--- src/rtl/gasp_pkg.sv ---
// Package for the grid A* path search core: sizes, codes, state encoding
// and the packed word of the per-cell table. No dependencies.
package gasp_pkg;

	localparam int GRID_SIDE      = 32;
	localparam int SIDE_BITS      = 5;
	localparam int CELL_BITS      = 10;
	localparam int CELLS          = 1024;
	localparam int MAX_PATH       = 64;
	localparam int EMIT_BITS      = 6;
	localparam int COST_FRAC_BITS = 6;
	localparam int STEPS_BITS     = 11;
	localparam int COST_BITS      = 17;
	localparam int HEUR_BITS      = 12;
	localparam int CNT_BITS       = 11;
	localparam int COORD_BITS     = 22;
	localparam int CELLC_BITS     = 23;
	localparam int SIZE_BITS      = 6;
	localparam int TILE_BITS      = 16;
	localparam int REL_BITS       = 7;
	localparam int SQ_ITERS       = 12;
	localparam int SQ_BITS        = 24;
	localparam int DIV_STEP_BITS  = 5;

	typedef enum logic [1:0] {
		REG_GRID_W,
		REG_GRID_H,
		REG_TILE_X,
		REG_TILE_Y
	} reg_idx_t;

	typedef enum logic [2:0] {
		STS_PATH,
		STS_OUTSIDE,
		STS_SAME,
		STS_NOPATH,
		STS_TRUNC
	} status_t;

	typedef enum logic [4:0] {
		ST_IDLE,
		ST_DIV_GO,
		ST_DIV_WAIT,
		ST_CHECK,
		ST_CLEAR,
		ST_INIT,
		ST_SEL_A,
		ST_SEL_B,
		ST_SEL_C,
		ST_DEL_A,
		ST_DEL_B,
		ST_CUR_RD,
		ST_CUR_WR,
		ST_NB,
		ST_NB_CHK,
		ST_H_WAIT,
		ST_FIND_A,
		ST_FIND_B,
		ST_NB_WR,
		ST_NB_NEXT,
		ST_DST_WR,
		ST_EM_RD,
		ST_EM_CHK,
		ST_STATUS
	} state_t;

	typedef struct packed {
		logic                  closed;
		logic                  seen;
		logic [CELL_BITS-1:0]  parent;
		logic [STEPS_BITS-1:0] steps;
		logic [COST_BITS-1:0]  total;
	} cell_word_t;

endpackage

--- src/rtl/gasp_hsqrt.sv ---
// Heuristic unit: squares the offsets on one small multiplier, then an
// iterative integer square root, rounded to nearest. Depends on gasp_pkg.
module gasp_hsqrt import gasp_pkg::*; (
	input  logic                       clk,
	input  logic                       arst_n,
	input  logic                       start,
	input  logic signed [REL_BITS-1:0] dx,
	input  logic signed [REL_BITS-1:0] dy,
	output logic                       done,
	output logic [HEUR_BITS-1:0]       h
);

	logic                       busy_q;
	logic                       done_q;
	logic [3:0]                 step_q;
	logic signed [REL_BITS-1:0] dy_q;
	logic [10:0]                acc_q;
	logic [SQ_BITS-1:0]         rem_q;
	logic [SQ_BITS-1:0]         root_q;
	logic [SQ_BITS-1:0]         bit_q;
	logic [HEUR_BITS-1:0]       h_q;
	logic signed [REL_BITS-1:0] mul_op;
	logic signed [2*REL_BITS-1:0] prod;
	logic [10:0]                sq;
	logic [SQ_BITS-1:0]         trial;
	logic [10:0]                sum;

	// Shared squarer: x offset at start, y offset in the first busy cycle
	assign mul_op = busy_q ? dy_q : dx;
	assign prod   = mul_op * mul_op;
	assign sq     = prod[10:0];
	assign sum    = acc_q + sq;
	assign trial  = root_q + bit_q;

	always_ff @(posedge clk or negedge arst_n) begin
		if (!arst_n) begin
			busy_q <= 1'b0;
			done_q <= 1'b0;
			step_q <= '0;
		end else begin
			done_q <= 1'b0;
			if (start && !busy_q) begin
				busy_q <= 1'b1;
				step_q <= '0;
			end else if (busy_q) begin
				if (step_q == 4'(SQ_ITERS + 1)) begin
					busy_q <= 1'b0;
					done_q <= 1'b1;
				end
				step_q <= step_q + 1'b1;
			end
		end
	end

	// Scale the squared distance, then one root digit per cycle
	always_ff @(posedge clk) begin
		if (start && !busy_q) begin
			acc_q <= sq;
			dy_q  <= dy;
		end else if (busy_q) begin
			if (step_q == '0) begin
				rem_q  <= SQ_BITS'({sum, (2 * COST_FRAC_BITS)'(0)});
				root_q <= '0;
				bit_q  <= SQ_BITS'(1) << (2 * SQ_ITERS - 2);
			end else if (step_q <= 4'(SQ_ITERS)) begin
				if (rem_q >= trial) begin
					rem_q  <= rem_q - trial;
					root_q <= (root_q >> 1) + bit_q;
				end else begin
					root_q <= root_q >> 1;
				end
				bit_q <= bit_q >> 2;
			end else begin
				h_q <= HEUR_BITS'(root_q + SQ_BITS'(rem_q > root_q));
			end
		end
	end

	assign done = done_q;
	assign h    = h_q;

endmodule

--- config.mk ---
export PLATFORM = sky130hd
export DESIGN_NAME = gasp_hsqrt
export DESIGN_NICKNAME = d
export VERILOG_FILES = /design/src/rtl/gasp_pkg.sv /design/src/rtl/gasp_hsqrt.sv
export SDC_FILE = /design/constraint.sdc
export NUM_CORES = 1
export LEC_CHECK = 0
export BUFFER_PORTS_ARGS = -buffer_cell sky130_fd_sc_hd__buf_2
export CORE_AREA = 10 10 105 154
export CTS_CLUSTER_DIAMETER = 80
export CTS_CLUSTER_SIZE = 12
export DETAILED_ROUTE_END_ITERATION = 10
export DIE_AREA = 0 0 115 164
export PLACE_DENSITY = 0.91
export SYNTH_ARGS = -nofsm -noshare
export SYNTH_HDL_FRONTEND = slang
export SYNTH_SLANG_ARGS = --single-unit
--- constraint.sdc ---
create_clock -name clk -period 9.85 [get_ports clk]
set_input_delay 0.985 -clock clk [delete_from_list [all_inputs] [get_ports clk]]
set_output_delay 0.985 -clock clk [all_outputs]
set_load 0.02 [all_outputs]
==> results of run 1 <==
==> stage by stage <==
step | hold slack, ns | util | instances | worst slack, ns | cell area, um^2
final | 0.4264 | 0.6834 | 1090 | 3.474 | 9160
after global placement | 0.6021 | 0.6621 | 1074 | 3.701 | 8874
after CTS | 0.4324 | 0.6834 | 1090 | 3.528 | 9160
after floorplan | 0.5582 | - | 897 | 4.017 | 8557
after detailed placement | 0.6066 | 0.6621 | 1074 | 3.425 | 8874
after global routing | 0.4372 | 0.6834 | 1090 | 3.083 | 9160
==> Yosys cell counts (3+ instances only) <==
| cell | number | area (um^2) |
|---|---|---|
| a211o_1 | 3 | 26.28 |
| a211oi_1 | 19 | 142.6 |
| a21boi_0 | 4 | 30.03 |
| a21o_1 | 25 | 187.7 |
| a21oi_1 | 45 | 225.2 |
| a31o_2 | 3 | 26.28 |
| a31oi_1 | 18 | 112.6 |
| and2_1 | 15 | 93.84 |
| and3_1 | 6 | 37.54 |
| buf_2 | 7 | 35.03 |
| clkbuf_1 | 14 | 52.55 |
| dfrtp_1 | 6 | 150.1 |
| edfxtp_1 | 89 | 2673 |
| fa_1 | 25 | 500.5 |
| ha_1 | 105 | 1314 |
| inv_1 | 73 | 274.0 |
| mux2_2 | 3 | 33.78 |
| mux2i_1 | 10 | 100.1 |
| nand2_1 | 71 | 266.5 |
| nand2b_1 | 10 | 62.56 |
| nand3_1 | 21 | 105.1 |
| nand4_1 | 7 | 43.79 |
| nor2_1 | 77 | 289.0 |
| nor2b_1 | 3 | 18.77 |
| nor3_1 | 29 | 145.1 |
| nor3b_1 | 6 | 45.04 |
| nor4_1 | 7 | 43.79 |
| o211ai_1 | 4 | 30.03 |
| o21a_1 | 7 | 52.55 |
| o21ai_0 | 35 | 175.2 |
| o21ai_1 | 6 | 30.03 |
| o21bai_1 | 7 | 52.55 |
| o311ai_0 | 7 | 61.31 |
| o31ai_1 | 14 | 105.1 |
| or2_2 | 3 | 18.77 |
| or3_1 | 3 | 18.77 |
| xnor2_1 | 56 | 490.5 |
| xor2_1 | 23 | 201.4 |
==> metal layers <==
layer / routed length (um) / global-route usage / vias up
met3: 1126 / 0.03651 / 116
li1: - / - / 3325
met5: 0 / 0 / -
met4: 1562 / 0.1710 / 0
met1: 7174 / 0.2219 / 3297
met2: 10840 / 0.3968 / 317
==> critical path, cell delays in order, from the launching register on <==
cell     delay, ns
dfrtp_1       0.83
mux2i_1       0.53
inv_1         0.19
and2_1        0.23
inv_1         0.08
fa_1          0.41
inv_1         0.09
fa_1          0.42
fa_1          0.55
inv_1         0.06
fa_1          0.53
inv_1         0.04
ha_1          0.34
nand2_1       0.07
o21ai_0       0.24
nor2_1        0.09
xnor2_1       0.27
ha_1          0.32
a31o_2        0.21
a21oi_1       0.21
xnor2_1       0.17
xnor2_1       0.14
mux2i_1       0.10
==> cell type report <==
class	instances	share of cell area
Clock buffer	9	0.02459
Inverter	75	0.03073
Sequential cell	95	0.3082
Timing Repair Buffer	36	0.02158
Clock inverter	7	0.006693
Tap cell	162	0.02213
Multi-Input combinational cell	706	0.5861
==> sequential cells by signal, summed over array words and instances (netlist names) <==
register,count
step_q,4
h,12
root_q,24
rem_q,24
done,1
dy_q,7
bit_q,12
acc_q,10
busy_q,1
==> cell families after synthesis <==
logic type / count (synthesis) / share of synthesized area
buf+inv: 96 / 0.04313
mux: 13 / 0.01565
xor+xnor: 79 / 0.08086
compound gates: 216 / 0.1693
fa+ha+maj: 130 / 0.2120
simple gates: 268 / 0.1491
flops: 95 / 0.3299
==> worst max path at each step <==
stage          startpoint   endpoint  slack (ns)  cells past startpoint
2_1_floorplan       dx[2]  rem_q[22]        4.02                     22
3_3_place_gp        dx[2]  rem_q[22]        3.70                     23
3_5_place_dp        dx[2]  rem_q[22]        3.43                     23
4_1_cts            busy_q  rem_q[22]        3.53                     22
5_1_grt            busy_q  rem_q[22]        3.08                     20
6_report           busy_q  rem_q[22]        3.47                     22
==> out/metrics.sh, run 1 <==
OUTCOME='finished, final reports clean'
MOSTFREQUENTLAYOUTCELLS='ha_1, edfxtp_1, nor2_1, inv_1, nand2_1'
ROW_COUNT=52
R2R_SETUP_SLACK_NS=3.47
GRT_PASS1_WL_UM=33820
ANTENNA_CELLS_INSERTED=0
SYNTH_ENABLE_FLOP_CELLS=89
FP.COREAREA_MM2=0.01340
SYNTH-ASYNC-RESET-RATIO=0.06316
TNS_NS=0
SETUP-VIOLATIONS-FINAL=0
MOST_COMMON_CELL_AFTER_LAYOUT_FILL_AND_TAPS_ASIDE='ha_1'
CTS_BUFFERS=9
HPWLAFTERDP_UM=15540
ROUTE.DETAILED.WL_PER_INST_UM=19.00
CRIT_TYPE='flip-flop to flip-flop'
WORST-PATH-MAX-FANOUT=22
CLOCK_TREE.HTREE_LEVEL_COUNT=3
POSTSYNTHNETCOUNT=1044
CTSLONGESTPATHBUFFERS=2
PLACE.GP.CONGESTION=0.9178
FILLER_INSTANCES=976
TRANSITION_AT_THE_PIN_WITH_THE_SMALLEST_MAX_TRANSITION_SLACK_NS=1.184
CTS.HOLD.BUFFERS_ADDED=0
OVERFLOW=0
CRITPATHARRIVALTIME_NS=6.47
WORST_FLOP_TO_FLOP_PATH_ENDPOINT='rem_q[22]'
SYNTHFLOPTYPE='edfxtp_1'
DETAILROUTE.VIA_COUNT=7055
POSTSYNTHREGISTERBITS=95
INITIAL_UTILIZATION=0.6384
CLOCK.FMAX_GHz=0.1568
HOLD_VIOL_FINAL=0
HP-CLASS='input pin to asynchronous set/reset pin'
TIMING.CLOCK.SKEW_NS=0.01133
SYN_AREA_PER_CELL_UM2=9.540
CRITICAL_PATH.ENDPOINT_TYPE='flip-flop'
I_O_PIN_COUNT=30
NETS_FINAL=1070
DIEAREA_MM2=0.01886
CRITICAL_PATH_START_TYPE='flip-flop'
MULTI_INPUT_COMB_AREA_MM2=0.005369
SYNTHCELLS=897
FIRST_GLOBAL_VIAS=7211
ROUTE.DETAILED.VIAS_PER_INST=6.472
SLEW_VIOLATIONS=0
DETAIL_ROUTE.WIRELENGTH_UM=20710
TIMING.SLEW.HEADROOM=0.2077
NUMBER_OF_ANTENNA_VIOLATIONS_AT_THE_FIRST_CHECK_IN_GLOBAL_ROUTING=0
ANTENNA_LEFT=0
AREA_GROWTH_SYN_TO_LAYOUT_PCT=7.048
IO_BUFFER_COUNT=29
CRITICAL_PATH_REQUIRED_NS=9.95
REGISTER_AREA_MM2=0.002823
DR.PASS1.ITERS=5
DRIVE_ABOVE_1_SHARE=0.07220
REG2REG_DEPTH=22
YOSYSWARNINGS=0
DRT_ITER0_MARKERS=620
SYN_AREA_MM2=0.008557
CHIP_HEIGHT_UM=164
POST_SYNTH_NUM_CELL_TYPES=61
GRT_USAGE=0.2221
DIEWIDTH_UM=115
SETUP_REPAIR_BUFS_AFTER_CTS=0
POST_CTS_CLOCK_SLEW_AT_THE_LAUNCH_AND_CAPTURE_REGISTERS_OF_THE_WORST_SETUP_AND_HOLD_PATHS_NS=0.08
POST-ROUTE-PERIOD-UTIL=0.6473
GRT_START_MAX_NET_PINS=48
PERIOD_MINUS_SLACK_NS=6.376
SYNTH_SEQ_AREA_SHARE=0.3299
CTS-ROOT-BUF='clkbuf_16'
REG_TO_REG_CRITICAL_PATH_STARTPOINT='busy_q'
CTS_RESIZED=0
TRITONCTS_CLOCK_TREE='built'
CAP_VIOL_MAX_COUNT=0
CLOCK_SINK_COUNT=95
ROUTE.DETAILED.DRC=0
WORST_SKEW_PAIR.LATE_LATENCY_NS=0.37
GRT_SETUP_UNREPAIRED='no'
Power of run 1 is not shown: default switching activity piles up to over one toggle a cycle in this logic, so the estimate is an artifact.
==> run 2: changes to the inputs <==
--- a/config.mk
+++ b/config.mk
@@ -6,12 +6,12 @@
 export NUM_CORES = 1
 export LEC_CHECK = 0
 export BUFFER_PORTS_ARGS = -buffer_cell sky130_fd_sc_hd__buf_2
-export CORE_AREA = 10 10 105 154
+export CORE_AREA = 10 10 106 155
 export CTS_CLUSTER_DIAMETER = 80
 export CTS_CLUSTER_SIZE = 12
 export DETAILED_ROUTE_END_ITERATION = 10
-export DIE_AREA = 0 0 115 164
-export PLACE_DENSITY = 0.91
+export DIE_AREA = 0 0 116 165
+export PLACE_DENSITY = 0.9
 export SYNTH_ARGS = -nofsm -noshare
 export SYNTH_HDL_FRONTEND = slang
 export SYNTH_SLANG_ARGS = --single-unit
==> constraint.sdc (replaced) <==
create_clock -name clk -period 6.2 [get_ports clk]
set_input_delay 0.62 -clock clk [delete_from_list [all_inputs] [get_ports clk]]
set_output_delay 0.62 -clock clk [all_outputs]
set_load 0.02 [all_outputs]
==> run 2 against run 1 <==
  * Cell count up 0.55%
  * Largest cell class unchanged
  * Critical path type unchanged
  * Core utilization down 0.20 points
  * Sequential share of layout area down 0.19 points
  * Sequential cell count unchanged
  * Global-route usage up 0.41 points
  * Worst setup slack worse by 3.1 ns
  * Design area up 0.67%
  * Count of clock-buffer cells in the layout unchanged
  * Non-clock buffer count up 6
  * Highest routed layer unchanged
  * Critical path depth down 4
  * First-iteration DRC count down 12%
==> out/metrics.sh, run 2 (synthesis gave the netlist of run 1 again) <==
OUTCOME='finished, final reports clean'  # unchanged
PLACE.GP.CONGESTION=0.9398  # was 0.9178
CTS.HOLD.BUFFERS_ADDED=0  # unchanged
MOSTFREQUENTLAYOUTCELLS='ha_1, edfxtp_1, nor2_1, inv_1, nand2_1'  # unchanged
CRIT_TYPE='flip-flop to flip-flop'  # unchanged
CRITICAL_PATH_START_TYPE='flip-flop'  # unchanged
ROUTE.DETAILED.VIAS_PER_INST=6.487  # was 6.472
NUMBER_OF_ANTENNA_VIOLATIONS_AT_THE_FIRST_CHECK_IN_GLOBAL_ROUTING=0  # unchanged
TNS_NS=0  # unchanged
DRT_ITER0_MARKERS=546  # was 620
DETAILROUTE.VIA_COUNT=7110  # was 7055
ROUTE.DETAILED.DRC=0  # unchanged
GRT_PASS1_WL_UM=34580  # was 33820 um
NETS_FINAL=1076  # was 1070
ANTENNA_LEFT=0  # unchanged
CRITICAL_PATH.ENDPOINT_TYPE='flip-flop'  # unchanged
CLOCK_TREE.HTREE_LEVEL_COUNT=3  # unchanged
GRT_USAGE=0.2263  # was 0.2221
CTSLONGESTPATHBUFFERS=2  # unchanged
FP.COREAREA_MM2=0.01353  # was 0.01340 mm^2
POST_CTS_CLOCK_SLEW_AT_THE_LAUNCH_AND_CAPTURE_REGISTERS_OF_THE_WORST_SETUP_AND_HOLD_PATHS_NS=0.07  # was 0.08 ns
SETUP_REPAIR_BUFS_AFTER_CTS=0  # unchanged
TRANSITION_AT_THE_PIN_WITH_THE_SMALLEST_MAX_TRANSITION_SLACK_NS=1.070  # was 1.184 ns
SLEW_VIOLATIONS=0  # unchanged
CTS-ROOT-BUF='clkbuf_16'  # unchanged
DESIGN_AREA_MM2=0.009221  # was 0.009160 mm^2
CRITICAL_PATH_REQUIRED_NS=6.30  # was 9.95 ns
I_O_PIN_COUNT=30  # unchanged
DPL-INSTANCE-AREA_MM2=0.008919  # was 0.008874 mm^2
CHIP_HEIGHT_UM=165  # was 164 um
DIEWIDTH_UM=116  # was 115 um
HP-CLASS='input pin to asynchronous set/reset pin'  # unchanged
DR.PASS1.ITERS=6  # was 5
REGISTER_AREA_MM2=0.002824  # was 0.002823 mm^2
INITIAL_UTILIZATION=0.6323  # was 0.6384
HOLD_VIOL_FINAL=0  # unchanged
CTS_RESIZED=0  # unchanged
CLOCK.FMAX_GHz=0.1725  # was 0.1568 GHz
GRT_START_MAX_NET_PINS=48  # unchanged
HPWLAFTERDP_UM=15870  # was 15540 um
WORST-PATH-MAX-FANOUT=10  # was 22
GRT_SETUP_UNREPAIRED='no'  # unchanged
DRIVE_ABOVE_1_SHARE=0.08030  # was 0.07220
DETAIL_ROUTE.WIRELENGTH_UM=20870  # was 20710 um
TIMING.SLEW.HEADROOM=0.2838  # was 0.2077
PERIOD_MINUS_SLACK_NS=5.798  # was 6.376 ns
MOST_COMMON_CELL_AFTER_LAYOUT_FILL_AND_TAPS_ASIDE='ha_1'  # unchanged
LARGESTREGISTERS='rem_q: 24 flops, root_q: 24 flops'  # unchanged
AREA_GROWTH_SYN_TO_LAYOUT_PCT=7.764  # was 7.048%
FIRST_GLOBAL_VIAS=7170  # was 7211
IO_BUFFER_COUNT=29  # unchanged
CTS_BUFFERS=9  # unchanged
SETUP-VIOLATIONS-FINAL=0  # unchanged
CAP_VIOL_MAX_COUNT=0  # unchanged
TIMING.CLOCK.SKEW_NS=0.01306  # was 0.01133 ns
FILLER_INSTANCES=984  # was 976
POST-ROUTE-PERIOD-UTIL=0.9351  # was 0.6473
DIEAREA_MM2=0.01914  # was 0.01886 mm^2
ROW_COUNT=52  # unchanged
OVERFLOW=0  # unchanged
CLOCK_SINK_COUNT=95  # unchanged
ANTENNA_CELLS_INSERTED=0  # unchanged
ROUTE.DETAILED.WL_PER_INST_UM=19.04  # was 19.00 um
MULTI_INPUT_COMB_AREA_MM2=0.005373  # was 0.005369 mm^2
TRITONCTS_CLOCK_TREE='built'  # unchanged
WORST_SKEW_PAIR.LATE_LATENCY_NS=0.36  # was 0.37 ns
CRITPATHARRIVALTIME_NS=5.89  # was 6.47 ns
## run 2: cell types whose count changed in the layout (fill, tap and decap cells not counted), sizes merged
cell	change
buf	+6
clkinv	+1
inv	-1
## run 2: metal layers
metal / GRT usage / wire [um] / vias up
met3: 0.03304 / 1046 / 102
met1: 0.2296 / 7315 / 3382
li1: - / - / 3322
met2: 0.4122 / 11040 / 304
met4: 0.1592 / 1465 / 0
met5: 0 / 0 / -
## run 2: layout make-up
cell class | count | area share
clock inverter | 7 | 0.007870
sequential | 95 | 0.3062
clock buffer | 9 | 0.02442
timing repair buffer | 42 | 0.02632
tap | 162 | 0.02198
multi-input combinational | 706 | 0.5826
inverter | 75 | 0.03053
## run 2: worst max-delay path, cell delays in order (launching register included)
cell      delay, ns
dfrtp_2        0.50
mux2i_2        0.42
nand2b_1       0.24
fa_1           0.47
fa_1           0.52
fa_1           0.54
inv_1          0.05
fa_1           0.49
ha_1           0.35
a21oi_1        0.24
xnor2_1        0.13
ha_1           0.23
nor3_1         0.21
o211ai_1       0.20
a31o_2         0.30
a21oi_1        0.23
xnor2_1        0.17
xnor2_1        0.14
mux2i_1        0.09
## run 2: worst paths after layout
kind                           from   endpoint  slack [ns]  depth (start not counted)
max                          busy_q  rem_q[22]        0.40                         18
min                          arst_n       done        0.08                          1
max reg2reg                  busy_q  rem_q[22]        0.40                         18
min reg2reg                bit_q[4]   bit_q[2]        0.62                          1
max in group asynchronous    arst_n     busy_q        5.94                          1
min in group clk              dy[5]    dy_q[5]        0.44                          1
## run 2: through the flow
step / hold slack, ns / cells / util / setup WS [ns]
floorplan: 0.3244 / 897 / - / 0.6637
finish: 0.08185 / 1096 / 0.6814 / 0.4021
detailed placement: 0.4604 / 1080 / 0.6590 / 0.2109
global route: 0.08778 / 1096 / 0.6814 / 0.03565
CTS: 0.08242 / 1096 / 0.6810 / 0.1427
global placement: 0.4580 / 1080 / 0.6590 / 0.4957
Power of run 2 is left out for the same reason.
