`src/rtl/gasp_pkg.sv`:
```
// Package for the grid A* path search core: sizes, codes, state encoding
// and the packed word of the per-cell table. No dependencies.
package gasp_pkg;

	localparam int GRID_SIDE      = 32;
	localparam int SIDE_BITS      = 5;
	localparam int CELL_BITS      = 10;
	localparam int CELLS          = 1024;
	localparam int MAX_PATH       = 64;
	localparam int EMIT_BITS      = 6;
	localparam int COST_FRAC_BITS = 6;
	localparam int STEPS_BITS     = 11;
	localparam int COST_BITS      = 17;
	localparam int HEUR_BITS      = 12;
	localparam int CNT_BITS       = 11;
	localparam int COORD_BITS     = 22;
	localparam int CELLC_BITS     = 23;
	localparam int SIZE_BITS      = 6;
	localparam int TILE_BITS      = 16;
	localparam int REL_BITS       = 7;
	localparam int SQ_ITERS       = 12;
	localparam int SQ_BITS        = 24;
	localparam int DIV_STEP_BITS  = 5;

	typedef enum logic [1:0] {
		REG_GRID_W,
		REG_GRID_H,
		REG_TILE_X,
		REG_TILE_Y
	} reg_idx_t;

	typedef enum logic [2:0] {
		STS_PATH,
		STS_OUTSIDE,
		STS_SAME,
		STS_NOPATH,
		STS_TRUNC
	} status_t;

	typedef enum logic [4:0] {
		ST_IDLE,
		ST_DIV_GO,
		ST_DIV_WAIT,
		ST_CHECK,
		ST_CLEAR,
		ST_INIT,
		ST_SEL_A,
		ST_SEL_B,
		ST_SEL_C,
		ST_DEL_A,
		ST_DEL_B,
		ST_CUR_RD,
		ST_CUR_WR,
		ST_NB,
		ST_NB_CHK,
		ST_H_WAIT,
		ST_FIND_A,
		ST_FIND_B,
		ST_NB_WR,
		ST_NB_NEXT,
		ST_DST_WR,
		ST_EM_RD,
		ST_EM_CHK,
		ST_STATUS
	} state_t;

	typedef struct packed {
		logic                  closed;
		logic                  seen;
		logic [CELL_BITS-1:0]  parent;
		logic [STEPS_BITS-1:0] steps;
		logic [COST_BITS-1:0]  total;
	} cell_word_t;

endpackage

```
`src/rtl/gasp_div.sv`:
```
// Iterative restoring divider: signed world coordinate over tile step,
// truncating toward zero, one quotient bit per cycle. Depends on gasp_pkg.
module gasp_div import gasp_pkg::*; (
	input  logic                         clk,
	input  logic                         arst_n,
	input  logic                         start,
	input  logic signed [COORD_BITS-1:0] dividend,
	input  logic [TILE_BITS-1:0]         divisor,
	output logic                         done,
	output logic signed [CELLC_BITS-1:0] quot
);

	logic                     busy_q;
	logic                     done_q;
	logic [DIV_STEP_BITS-1:0] step_q;
	logic [TILE_BITS-1:0]     rem_q;
	logic [COORD_BITS-1:0]    q_q;
	logic [TILE_BITS-1:0]     d_q;
	logic                     neg_q;
	logic [TILE_BITS:0]       trial;
	logic                     ge;

	// Shift in the next dividend bit and try the subtract
	assign trial = {rem_q, q_q[COORD_BITS-1]};
	assign ge    = trial >= {1'b0, d_q};

	always_ff @(posedge clk or negedge arst_n) begin
		if (!arst_n) begin
			busy_q <= 1'b0;
			done_q <= 1'b0;
			step_q <= '0;
		end else begin
			done_q <= 1'b0;
			if (start && !busy_q) begin
				busy_q <= 1'b1;
				step_q <= '0;
			end else if (busy_q) begin
				if (step_q == DIV_STEP_BITS'(COORD_BITS - 1)) begin
					busy_q <= 1'b0;
					done_q <= 1'b1;
				end
				step_q <= step_q + 1'b1;
			end
		end
	end

	// Load magnitude and divisor, then one restoring step per cycle
	always_ff @(posedge clk) begin
		if (start && !busy_q) begin
			neg_q <= dividend[COORD_BITS-1];
			q_q   <= dividend[COORD_BITS-1] ? (COORD_BITS'(0) - dividend) : dividend;
			rem_q <= '0;
			d_q   <= (divisor == '0) ? TILE_BITS'(1) : divisor;
		end else if (busy_q) begin
			rem_q <= ge ? TILE_BITS'(trial - {1'b0, d_q}) : trial[TILE_BITS-1:0];
			q_q   <= {q_q[COORD_BITS-2:0], ge};
		end
	end

	assign done = done_q;
	assign quot = neg_q ? -$signed({1'b0, q_q}) : $signed({1'b0, q_q});

endmodule

```
`config.mk`:
```
export PLATFORM = sky130hd
export DESIGN_NAME = gasp_div
export DESIGN_NICKNAME = d
export VERILOG_FILES = /design/src/rtl/gasp_pkg.sv /design/src/rtl/gasp_div.sv
export SDC_FILE = /design/constraint.sdc
export NUM_CORES = 1
export LEC_CHECK = 0
export ABC_AREA = 1
export BUFFER_PORTS_ARGS = -buffer_cell sky130_fd_sc_hd__buf_2
export CAP_MARGIN = 20
export CORE_MARGIN = 2
export CORE_UTILIZATION = 30
export CTS_BUF_LIST = sky130_fd_sc_hd__clkbuf_16
export DETAILED_ROUTE_END_ITERATION = 7
export HOLD_SLACK_MARGIN = 0.1
export PLACE_DENSITY_LB_ADDON = 0.25
export SETUP_SLACK_MARGIN = 0.5
export SLEW_MARGIN = 20
export SYNTH_ARGS = -nofsm -noshare
export SYNTH_HDL_FRONTEND = slang
export SYNTH_SLANG_ARGS = --single-unit
```
`constraint.sdc`:
```
create_clock -name clk -period 4.34 [get_ports clk]
set_input_delay 0.434 -clock clk [delete_from_list [all_inputs] [get_ports clk]]
set_output_delay 0.434 -clock clk [all_outputs]
set_load 0.05 [all_outputs]
```
==> impl_summary.txt, run 1 <==
----------------------------------------------------
[Cells and area]
  Final #Nets ... 786
  Area Overhead vs Synth ... 15.81%
  Number of diodes ... 0
  Area of all placed cells without fillers ... 5426 um2
  Share of layout cells above drive strength 1 ... 13.31%
  Final cell count without fillers ... 940

[Clock network]
  Post-cts repair resize count ... 0
  Number of clock sinks ... 62
  CTS buffer count ... 9
  Post CTS Setup Buffer Count ... 0
  Worst-skew pair later-pin latency ... roughly 0.33 ns
  Number of levels in the clock H-tree ... 3
  Register clock-pin slew on the reported worst setup and hold paths ... approximately 0.05 ns
  Max Root-Sink Buffers ... 2
  Clock tree root driver cell ... sky130_fd_sc_hd__clkbuf_16
  CTS tree ... yes

[Floorplanning]
  Initial core utilization ... 30.71%
  Die height ... about 130 um
  Floorplan Core Area ... between 15000 and 20000 um2
  I/O pin count ... 65
  Die area ... 16630 um2
  Std-Cell Rows ... 45
  Chip width ... approximately 130 um

[Routing]
  ANT nets after route ... 0
  Number of design-rule violations left by the first detailed-router iteration ... between 150 and 200
  Total via count after detailed routing ... 4179
  Average wire per standard cell ... 12.73 um
  Number of design rule violations left after detail routing ... 0
  1st-pass router iterations ... 4
  WL final ... 11960 um
  Detail-routed via count per cell ... 4.446

[Place]
  Count of input and output buffers ... 64
  Post-placement cell area ... 5159 um2
  HPWL reported at the end of detailed placement ... 9200 um
  Routability Congestion ... 0.8501
  Cell count after placement ... 923

[Power]
  Part of the total power dissipated in combinational logic ... 56.8%
  IR Drop Worst-Case VDD ... between 0.2 and 0.3 mV
  Clock share of power ... 15.8%
  Part of the total power dissipated in sequential elements ... 27.4%
  Internal power ... 2.010 mW
  Psw ... 2.003 mW
  Total leakage power ... 2.762 nW
  Sw frac ... 49.92%
  Overall power of the completed layout ... 4.013 mW
  Pwr/cell area ... roughly 740 nW/um2

[Timing]
  Final clock period utilization by the worst path ... 63.35%
  Post-Route Skew ... 0.006612 ns
  RSZ-0062 raised after global routing ... no
  Minimum period implied by the final worst setup slack ... 2.749 ns
  Summed negative setup slack over all endpoints ... 0 ns
  Remaining max-slew budget at the tightest pin ... 43.01%
  Maximum operating frequency ... ~360 MHz
  Pin slew with the least headroom to its limit ... 0.8539 ns
  Final-report max-slew violation count ... 0
  Fin. Hold Viols ... 0
  # setup viols final ... 0

[Setup path]
  Crit Path Class ... reg -> out
  Worst path arrival time ... 2.32 ns
  Required time of the critical path ... a little under 4 ns
  Crit Path Max Fanout ... 4
  Element type at the critical path start ... flop
  Type of element capturing the critical path ... output pin

[Global routing]
  GRT Resource Usage Total ... 15.30%
  Vias in the first global route ... 4162
  Congestion Overflow GR ... 0
  Antenna violations before repair ... 0
  Global-route wire length before repair ... 19960 um
  Maximum number of pins on one net before global-route repair ... 35

[Yosys]
  Top flip-flop cell by instance count after synthesis ... sky130_fd_sc_hd__edfxtp_1
  Number of synthesized flops with an enable pin ... 39
  Library cells used by synthesis ... 40
  Share of synthesized area occupied by flip-flops and latches ... 35.57%
  Fraction of synthesis flops using an asynchronous set or reset pin ... 11.29%
  Synth Instances ... 675
  Count of synthesis-stage warnings from yosys ... 0
  Post-Syn Area ... 4686 um2
  Synthesized area per cell ... 6.942 um2
  Syn_nets ... 737
  Count of state elements after synthesis ... 62

[Status]
  Outcome ... finished, final reports clean

[Job]
  Number of max-cap violations ... 0

[Worst hold path]
  Worst hold path class ... in -> reg

----------------------------------------------------
==> path summary, 6_finish.rpt <==
check                       startpoint         to  slack (ns)  cells after the start
setup / recovery                q_q[0]   quot[16]        1.59                     10
hold / removal             divisor[12]    d_q[12]        0.29                      1
setup reg to reg               q_q[21]  rem_q[14]        2.05                     11
hold reg to reg              rem_q[15]  rem_q[15]        0.47                      2
max in group asynchronous       arst_n  step_q[2]        3.71                      2
min in group asynchronous       arst_n  step_q[1]        0.48                      2
==> flip-flops by register name, summed over array words and instances (netlist names) <==
| name | cells |
|---|---|
| neg_q | 1 |
| q_q | 22 |
| step_q | 5 |
| busy_q | 1 |
| rem_q | 16 |
| d_q | 16 |
| done | 1 |
==> repair_timing <==
action                     4_1_cts  5_1_grt
hold endpoints to repair         7        0
setup endpoints to repair        0        0
hold buffers                     1        0
==> stage by stage <==
step / hold WS [ns] / setup slack (ns) / util (%)
after floorplan: 0.1384 / 1.842 / -
after global placement: 0.2776 / 1.913 / 33.81
after detailed placement: 0.2780 / 1.884 / 33.81
after CTS: 0.2820 / 1.519 / 35.56
after global routing: 0.2780 / 1.288 / 35.56
final: 0.2920 / 1.591 / 35.56
==> synth_stat cells, types with 2 or more instances <==
library cell | count | area [um2]
sky130_fd_sc_hd__nor4_1 | 5 | 31.28
sky130_fd_sc_hd__edfxtp_1 | 39 | 1171
sky130_fd_sc_hd__xnor2_1 | 10 | 87.58
sky130_fd_sc_hd__nand3_2 | 2 | 20.02
sky130_fd_sc_hd__nor2_1 | 45 | 168.9
sky130_fd_sc_hd__nand2_1 | 191 | 716.9
sky130_fd_sc_hd__nand3_1 | 64 | 320.3
sky130_fd_sc_hd__xor2_1 | 25 | 219.0
sky130_fd_sc_hd__nand2_4 | 2 | 22.52
sky130_fd_sc_hd__a21oi_1 | 16 | 80.08
sky130_fd_sc_hd__nand4_1 | 7 | 43.79
sky130_fd_sc_hd__o21ai_0 | 43 | 215.2
sky130_fd_sc_hd__ha_1 | 20 | 250.2
sky130_fd_sc_hd__nor3_1 | 10 | 50.05
sky130_fd_sc_hd__inv_2 | 2 | 7.510
sky130_fd_sc_hd__dfrtp_1 | 7 | 175.2
sky130_fd_sc_hd__inv_1 | 111 | 416.7
sky130_fd_sc_hd__nor2_2 | 4 | 25.02
sky130_fd_sc_hd__clkbuf_1 | 24 | 90.09
sky130_fd_sc_hd__or2_2 | 3 | 18.77
sky130_fd_sc_hd__buf_2 | 2 | 10.01
sky130_fd_sc_hd__dfxtp_1 | 16 | 320.3
sky130_fd_sc_hd__nand3b_1 | 8 | 60.06
sky130_fd_sc_hd__buf_4 | 3 | 22.52
==> cells in the final DEF (no fill, tap or decap), types with 2 or more instances in the layout <==
cell,Yosys,layout
sky130_fd_sc_hd__a21oi_1,16,16
sky130_fd_sc_hd__buf_2,2,64
sky130_fd_sc_hd__buf_4,3,3
sky130_fd_sc_hd__clkbuf_16,0,9
sky130_fd_sc_hd__clkinv_1,0,3
sky130_fd_sc_hd__clkinv_2,0,2
sky130_fd_sc_hd__dfrtp_1,7,7
sky130_fd_sc_hd__dfxtp_1,16,16
sky130_fd_sc_hd__edfxtp_1,39,39
sky130_fd_sc_hd__ha_1,20,20
sky130_fd_sc_hd__inv_1,111,112
sky130_fd_sc_hd__inv_2,2,2
sky130_fd_sc_hd__nand2_1,191,191
sky130_fd_sc_hd__nand2_4,2,2
sky130_fd_sc_hd__nand3_1,64,64
sky130_fd_sc_hd__nand3_2,2,2
sky130_fd_sc_hd__nand3b_1,8,8
sky130_fd_sc_hd__nand4_1,7,7
sky130_fd_sc_hd__nor2_1,45,45
sky130_fd_sc_hd__nor2_2,4,4
sky130_fd_sc_hd__nor3_1,10,10
sky130_fd_sc_hd__nor4_1,5,5
sky130_fd_sc_hd__o21ai_0,43,43
sky130_fd_sc_hd__or2_2,3,3
sky130_fd_sc_hd__xnor2_1,10,10
sky130_fd_sc_hd__xor2_1,25,25
==> critical path, stage by stage (launching register included) <==
cell and delay (ns):
sky130_fd_sc_hd__edfxtp_1 0.37, sky130_fd_sc_hd__inv_1 0.11, sky130_fd_sc_hd__ha_1 0.15, sky130_fd_sc_hd__inv_1 0.05, sky130_fd_sc_hd__nor3_2 0.22, sky130_fd_sc_hd__nand4_1 0.23
sky130_fd_sc_hd__inv_1 0.09, sky130_fd_sc_hd__nand2_1 0.08, sky130_fd_sc_hd__o21ai_2 0.19, sky130_fd_sc_hd__xor2_1 0.18, sky130_fd_sc_hd__buf_2 0.29
==> power groups by stage <==
stage | sequential [mW] | clock, mW | combinational [mW]
2_1_floorplan | 1.06 | 0 | 1.80
3_3_place_gp | 1.11 | 0 | 2.29
3_5_place_dp | 1.11 | 0 | 2.28
4_1_cts | 1.10 | 0.652 | 2.29
5_1_grt | 1.13 | 0.681 | 2.60
6_report | 1.10 | 0.633 | 2.28
==> logic make-up (layout without fill, tap and decap cells) <==
group                    count (synthesis)  in the layout  synth area share (%)
AO/OA/AOI/OAI                           69             69                 7.958
adder cells (fa/ha/maj)                 21             21                 5.768
AND/OR/NAND/NOR                        345            345                 32.26
buffers and inverters                  143            197                 11.91
XOR/XNOR                                35             35                 6.542
flip-flops                              62             62                 35.57
==> per-layer routing <==
layer / GRT usage, % / vias to the layer above / part of all wire [%]
met5: 0 / - / 0
met4: 6.266 / 0 / 2.3
met3: 1.913 / 17 / 3.0
met2: 27.54 / 72 / 49
met1: 18.43 / 1846 / 45
li1: - / 2244 / -
==> cell type report <==
| cell class | count | area (um2) |
|---|---|---|
| inverter | 113 | 424.2 |
| fill | 1698 | 9832 |
| multi-input combinational | 470 | 2461 |
| tap | 211 | 264.0 |
| clock buffer | 9 | 225.2 |
| timing repair buffer | 68 | 352.8 |
| sequential | 62 | 1667 |
| clock inverter | 7 | 32.53 |
(Power assumes the default switching activity.)
==> inputs of run 2 (changes only) <==
Clock period 4.34 ns to 2.4 ns, I/O delays scaled along.
==> impl_summary.txt, run 2 (synthesis gave the netlist of run 1 again) <==
----------------------------------------------------
[Status]
  Outcome ... finished, final reports clean

[Clock network]
  Number of clock sinks ... 62
  Number of levels in the clock H-tree ... 3
  Register clock-pin slew on the reported worst setup and hold paths ... 0.06 ns
  Clock tree root driver cell ... sky130_fd_sc_hd__clkbuf_16
  CTS tree ... yes
  Max Root-Sink Buffers ... 2
  Worst-skew pair later-pin latency ... 0.33 ns
  CTS buffer count ... 9

[Routing]
  WL final ... between 10000 and 15000 um
  Detail-routed via count per cell ... 4.617
  Total via count after detailed routing ... 4594
  Detailed route wirelength on metal3 ... between 500 and 600 um
  Routed length on met1 ... 5816 um
  Average wire per standard cell ... 13.90 um
  1st-pass router iterations ... 4
  Topmost layer with routed signal wires ... met4
  Number of design rule violations left after detail routing ... 0
  Number of design-rule violations left by the first detailed-router iteration ... 196
  ANT nets after route ... 0
  Detailed route wirelength on metal2 ... just over 7000 um

[Floorplanning]
  Die height ... around 130 um
  Initial core utilization ... 30.71%
  I/O pin count ... between 60 and 70
  Die area ... around 17000 um2
  Std-Cell Rows ... 45
  Floorplan Core Area ... 15260 um2
  Chip width ... roughly 130 um

[Power]
  Overall power of the completed layout ... 9.790 mW
  Total leakage power ... 3.267 nW
  Psw ... ~4.6 mW
  Pwr/cell area ... 1397 nW/um2
  Part of the total power dissipated in combinational logic ... roughly 65%
  Internal power ... 5.180 mW
  IR Drop Worst-Case VDD ... 0.6474 mV
  Clock share of power ... 14.2%
  Part of the total power dissipated in sequential elements ... 21.2%
  Sw frac ... 47.09%

[Place]
  Count of input and output buffers ... 64
  Cell count after placement ... 931
  Post-placement cell area ... 5379 um2
  DP Worst Slack ... 0.1894 ns
  HPWL reported at the end of detailed placement ... 9507 um
  Routability Congestion ... 0.8578

[Setup path]
  Number of cells on the worst reg-to-reg path ... 12
  Crit Reg-Reg Startpoint ... d_q[1]
  Crit Path Max Fanout ... 3
  Element type at the critical path start ... flop
  Worst path arrival time ... 2.12 ns
  Flop2flop setup slack ... 0.51 ns
  Crit Path Class ... reg -> out
  Required time of the critical path ... 2.16 ns
  Worst reg2reg endpoint ... rem_q[7]
  Type of element capturing the critical path ... output pin

[Timing]
  Worst hold margin ... about 0.11 ns
  Setup slack after layout ... about 0.040 ns
  Pin slew with the least headroom to its limit ... between 0.8 and 0.9 ns
  Summed negative setup slack over all endpoints ... 0 ns
  Minimum period implied by the final worst setup slack ... 2.360 ns
  Post-Route Skew ... 0.007822 ns
  Fin. Hold Viols ... 0
  Final clock period utilization by the worst path ... a little over nine tenths
  Final-report max-slew violation count ... 0
  # setup viols final ... 0
  Maximum operating frequency ... 423.8 MHz
  Remaining max-slew budget at the tightest pin ... 41.94%
  RSZ-0062 raised after global routing ... yes

[Cells and area]
  Final #Nets ... 841
  Number of diodes ... 0
  Area of the multi-input gates ... 3338 um2
  Count of fill cells added during filler insertion ... about 1500
  Final core area utilization ... 45.92%
  Final cell count without fillers ... just under 1000
  Share of layout cells above drive strength 1 ... 35.59%
  Sequential cell area ... 1667 um2
  Commonest cells after routing, fill and taps aside ... sky130_fd_sc_hd__nand2_1, sky130_fd_sc_hd__inv_1, sky130_fd_sc_hd__buf_2
  Area of all placed cells without fillers ... 7007 um2
  Number of flip-flops in the largest register ... 22
  Area Overhead vs Synth ... 49.53%
  Most frequent standard cell in the layout excluding fill and tap cells ... sky130_fd_sc_hd__nand2_1
  Biggest regs ... q_q (22), d_q (16), rem_q (16)
  Register with the highest flop count ... q_q

[Global routing]
  Vias in the first global route ... ~4600
  Antenna violations before repair ... 0
  Global-route wire length before repair ... 22260 um
  Congestion Overflow GR ... 0
  Maximum number of pins on one net before global-route repair ... 35
  GRT Resource Usage Total ... roughly 17%

[Worst hold path]
  Worst hold path class ... in -> reg
  Hold path endpoint ... d_q[7]
  Hold depth ... 1
  Startpoint of the lowest-slack hold path ... divisor[7]

[Job]
  Number of max-cap violations ... 0

----------------------------------------------------
==> run 2: power by group through the flow <==
stage | sequential, mW | clock [mW] | combinational, mW
after floorplan | 1.95 | 0 | 3.40
after global placement | 2.01 | 0 | 4.36
after detailed placement | 2.01 | 0 | 4.36
after CTS | 2.03 | 1.41 | 5.25
after global routing | 2.13 | 1.46 | 6.93
final | 2.07 | 1.39 | 6.33
==> run 2: how the worst max path moves through the flow <==
stage,start,end,slack [ns]
finish,q_q[6],quot[22],0.04
detailed placement,q_q[2],quot[21],0.19
global placement,q_q[2],quot[21],0.21
global route,q_q[0],quot[22],-0.07
floorplan,q_q[0],quot[16],0.34
CTS,q_q[0],quot[20],0.01
==> run 2: critical path, cell delays in order (launching register included) <==
cell and delay [ns]:
sky130_fd_sc_hd__edfxtp_1 0.44, sky130_fd_sc_hd__inv_1 0.14, sky130_fd_sc_hd__nand2_1 0.06, sky130_fd_sc_hd__nor2_1 0.16, sky130_fd_sc_hd__nand4_1 0.19, sky130_fd_sc_hd__buf_4 0.19, sky130_fd_sc_hd__nor2_4 0.10, sky130_fd_sc_hd__nand4_1 0.10
sky130_fd_sc_hd__o21ai_1 0.15, sky130_fd_sc_hd__inv_1 0.09, sky130_fd_sc_hd__buf_6 0.16
==> run 2: routing by layer <==
metal | GRT usage, % | vias up
li1 | - | 2346
met1 | 20.50 | 2113
met2 | 30.41 | 106
met3 | 2.495 | 29
met4 | 6.714 | 0
met5 | 0 | -
==> run 2: final cells by class <==
| cell class | count | share of cell area [%] |
|---|---|---|
| clock buffer | 9 | 3.214 |
| clock inverter | 7 | 1.268 |
| inverter | 113 | 6.054 |
| multi-input combinational | 470 | 47.64 |
| sequential | 62 | 23.79 |
| tap | 211 | 3.768 |
| timing repair buffer | 123 | 14.27 |
==> run 2: repair_timing <==
action / CTS / global route
setup endpoints to repair: 36 / 36
gates resized for setup: 105 / 124
setup buffers: 21 / 13
hold buffers: 12 / 0
endpoints found under the hold margin: 18 / 0
pin swaps: 20 / 52
cloned: 1 / 1
==> inputs of run 3 (changes only) <==
Settings changed: ABC_AREA 1 to not set.
==> impl_summary.txt, run 3 <==
----------------------------------------------------
[Yosys]
  Count of synthesis-stage warnings from yosys ... 0
  Post-synth top area share ... 26.52%
  Mux contribution to synthesized area ... between 1 and 1.5%
  XOR/XNOR Fraction of Synth Area ... 9.915%
  Library cells used by synthesis ... 65
  Number of synthesized flops with an enable pin ... 39
  Biggest area consumer among synthesized cells ... sky130_fd_sc_hd__edfxtp_1
  Count of state elements after synthesis ... 62
  Post-Syn Area ... between 4000 and 5000 um2
  Commonest cells in the netlist ... sky130_fd_sc_hd__nand2_1, sky130_fd_sc_hd__o21ai_0, sky130_fd_sc_hd__edfxtp_1, sky130_fd_sc_hd__xnor2_1, sky130_fd_sc_hd__clkbuf_1
  Adder-cell share of the synthesized area ... under 10%
  Most frequent cell after synthesis ... sky130_fd_sc_hd__nand2_1
  Top flip-flop cell by instance count after synthesis ... sky130_fd_sc_hd__edfxtp_1
  Compound-Gate Fraction of Synth Area ... 20.20%
  Synth Instances ... 500
  Synthesized area per cell ... 8.833 um2
  Simple-Gate Fraction of Synth Area ... 19.04%
  Main combinational cell family by area after synthesis ... compound AO/OA/AOI/OAI gates
  Share of synthesized area occupied by flip-flops and latches ... 37.73%
  Syn_nets ... 562
  Main area contributors after synthesis ... sky130_fd_sc_hd__edfxtp_1, sky130_fd_sc_hd__dfxtp_1, sky130_fd_sc_hd__xnor2_1
  Fraction of synthesis flops using an asynchronous set or reset pin ... 11.29%

[Setup path]
  Element type at the critical path start ... flop
  Maximum single-stage delay on the critical path ... around 0.56 ns
  Number of cells on the worst reg-to-reg path ... 7
  Flop2flop setup slack ... 0.06 ns
  Cell count along the critical path ... 6
  CP Cell Sequence ... or4_4, or4_4, or2_4, o41ai_4, xnor2_2, buf_6
  Crit Path Class ... reg -> out
  Most common cell type on the critical path ... sky130_fd_sc_hd__or4_4
  Kind of cell with the highest combined delay on the critical path ... simple AND/OR/NAND/NOR gates
  Worst path slowest cell ... sky130_fd_sc_hd__or4_4
  Worst reg2reg endpoint ... rem_q[2]
  Worst path arrival time ... 2.64 ns
  Required time of the critical path ... 2.16 ns
  Crit Reg-Reg Startpoint ... d_q[6]
  Crit Path Max Fanout ... 2
  Type of element capturing the critical path ... output pin
  Count of buffer and inverter cells on the critical path ... 1

[Global routing]
  Global-route wire length before repair ... about 21000 um
  Congestion Overflow GR ... 0
  Vias in the first global route ... 4133
  Most used routing layer ... met2
  Antenna violations before repair ... 0
  Met1 Usage GRT ... 21.85%
  Met2 Track Usage GR ... 26.92%
  Maximum number of pins on one net before global-route repair ... 40
  Global-route met3 utilization ... 2.011%
  GRT Resource Usage Total ... 16.47%

[Timing]
  Maximum operating frequency ... 347.2 MHz
  Pin slew with the least headroom to its limit ... 0.9090 ns
  Minimum period implied by the final worst setup slack ... 2.881 ns
  Remaining max-slew budget at the tightest pin ... 39.33%
  # setup viols final ... 11
  RSZ-0062 raised after global routing ... yes
  Final-report max-slew violation count ... 0
  Setup slack after layout ... -0.4805 ns
  Summed negative setup slack over all endpoints ... -3.163 ns
  Post-Route Skew ... 0.005291 ns
  Final clock period utilization by the worst path ... 120.0%
  Fin. Hold Viols ... 0

[Cells and area]
  Count of fill cells added during filler insertion ... 1363
  Biggest regs ... q_q (22), d_q (16), rem_q (16)
  Area Overhead vs Synth ... 49.18%
  Commonest cells after routing, fill and taps aside ... sky130_fd_sc_hd__buf_4, sky130_fd_sc_hd__nand2_1, sky130_fd_sc_hd__buf_2
  Register with the highest flop count ... q_q
  Share of layout cells above drive strength 1 ... 36.77%
  Most frequent standard cell in the layout excluding fill and tap cells ... sky130_fd_sc_hd__buf_4
  Number of flip-flops in the largest register ... 22
  Number of diodes ... 0
  Final #Nets ... 688
  Final core area utilization ... 45.51%

[Routing]
  1st-pass router iterations ... 4
  WL final ... 12760 um
  Total via count after detailed routing ... 4076
  ANT nets after route ... 0
  Detail-routed via count per cell ... 5.001
  Average wire per standard cell ... 15.66 um
  Number of design rule violations left after detail routing ... 0
  Number of design-rule violations left by the first detailed-router iteration ... 161

[Clock network]
  Max Root-Sink Buffers ... 2
  Worst-skew pair later-pin latency ... 0.34 ns
  CTS buffer count ... 9
  Number of clock sinks ... 62
  Clock tree root driver cell ... sky130_fd_sc_hd__clkbuf_16
  CTS tree ... yes
  Register clock-pin slew on the reported worst setup and hold paths ... 0.05 ns
  Number of levels in the clock H-tree ... 3

[Floorplanning]
  Die height ... around 130 um
  Chip width ... 125.3 um
  Die area ... roughly 16000 um2
  Std-Cell Rows ... 44
  Floorplan Core Area ... 14480 um2
  I/O pin count ... 65
  Initial core utilization ... 30.50%

[Worst hold path]
  Hold path endpoint ... d_q[15]
  Worst hold path class ... in -> reg
  Startpoint of the lowest-slack hold path ... divisor[15]
  Hold depth ... 1

[Status]
  Violations in the final reports ... negative setup slack
  Outcome ... finished with violations

[Place]
  Routability Congestion ... about 0.88
  DP Worst Slack ... -0.2140 ns
  Count of input and output buffers ... 64
  HPWL reported at the end of detailed placement ... 9238 um

[Power]
  Total leakage power ... 2.802 nW
  IR Drop Worst-Case VDD ... 0.6780 mV
  Overall power of the completed layout ... approximately 9 mW
  Pwr/cell area ... 1341 nW/um2

[Job]
  Number of max-cap violations ... 0

----------------------------------------------------
## run 3: cell count changes in the layout (fill, tap and decap cells not counted), moves of 13 or more
cell,previous run,this run
sky130_fd_sc_hd__ha_4,17,2
sky130_fd_sc_hd__inv_1,95,26
sky130_fd_sc_hd__inv_2,18,3
sky130_fd_sc_hd__nand3_2,19,0
sky130_fd_sc_hd__nand2b_1,0,13
sky130_fd_sc_hd__nand2_1,145,61
sky130_fd_sc_hd__ha_1,3,18
sky130_fd_sc_hd__nand3_1,44,3
sky130_fd_sc_hd__nand2_2,31,2
sky130_fd_sc_hd__buf_4,37,62
## run 3: where the power goes
part | switching, mW | internal [mW]
registers | 0.387 | 1.66
clock network | 0.480 | 0.902
logic | 2.98 | 2.44
total | 3.84 | 4.99
## run 3: final cells by class
class                   instances  area (um2)  share of cell area [%]
repair buffers                151        1206                   18.31
flip-flops and latches         62        1667                   25.29
clock buffers                   9       225.2                   3.418
clock inverters                 7       88.84                   1.348
well taps                     184       230.2                   3.494
inverters                      29       108.9                   1.652
multi-input cells             373        3063                   46.49
## run 3: logic make-up (layout without fill, tap and decap cells)
kind of cell | after synthesis | after routing
and+or+nand+nor | 166 | 166
muxes | 5 | 5
DFF | 62 | 62
adders and majority gates | 21 | 21
xor gates and xnor gates | 50 | 50
AOI/OAI and AO/OA | 131 | 131
buffers and inverters | 65 | 196
## run 3: worst max path at each step
stage | slack (ns) | startpoint | to
after global routing | -0.55 | q_q[13] | quot[21]
after global placement | -0.18 | q_q[13] | quot[21]
after detailed placement | -0.21 | q_q[13] | quot[21]
final | -0.48 | q_q[13] | quot[21]
after floorplan | -0.10 | q_q[13] | quot[21]
after CTS | -0.49 | q_q[13] | quot[21]
## run 3: per-layer routing
| metal | vias to the layer above | wire [um] |
|---|---|---|
| li1 | 2058 | - |
| met1 | 1915 | 5977 |
| met2 | 85 | 6120 |
| met3 | 18 | 387 |
| met4 | 0 | 274 |
| met5 | - | 0 |
## run 3: timing repair
item / CTS / global route
endpoints found under the setup margin: 40 / 42
pin swaps: 14 / 17
resized for setup: 82 / 35
endpoints found under the hold margin: 20 / 0
buffers inserted: 10 / 4
gates cloned: 1 / 0
hold buffers: 14 / 0
## run 3: through the flow
step / cell area (um2) / hold WS (ns) / cells
2_1_floorplan: 4684 / -0.05559 / 500
3_3_place_gp: 5482 / 0.08821 / 770
3_5_place_dp: 5482 / 0.09602 / 770
4_1_cts: 6386 / 0.1091 / 811
5_1_grt: 6589 / 0.1148 / 815
6_report: 6589 / 0.1183 / 815
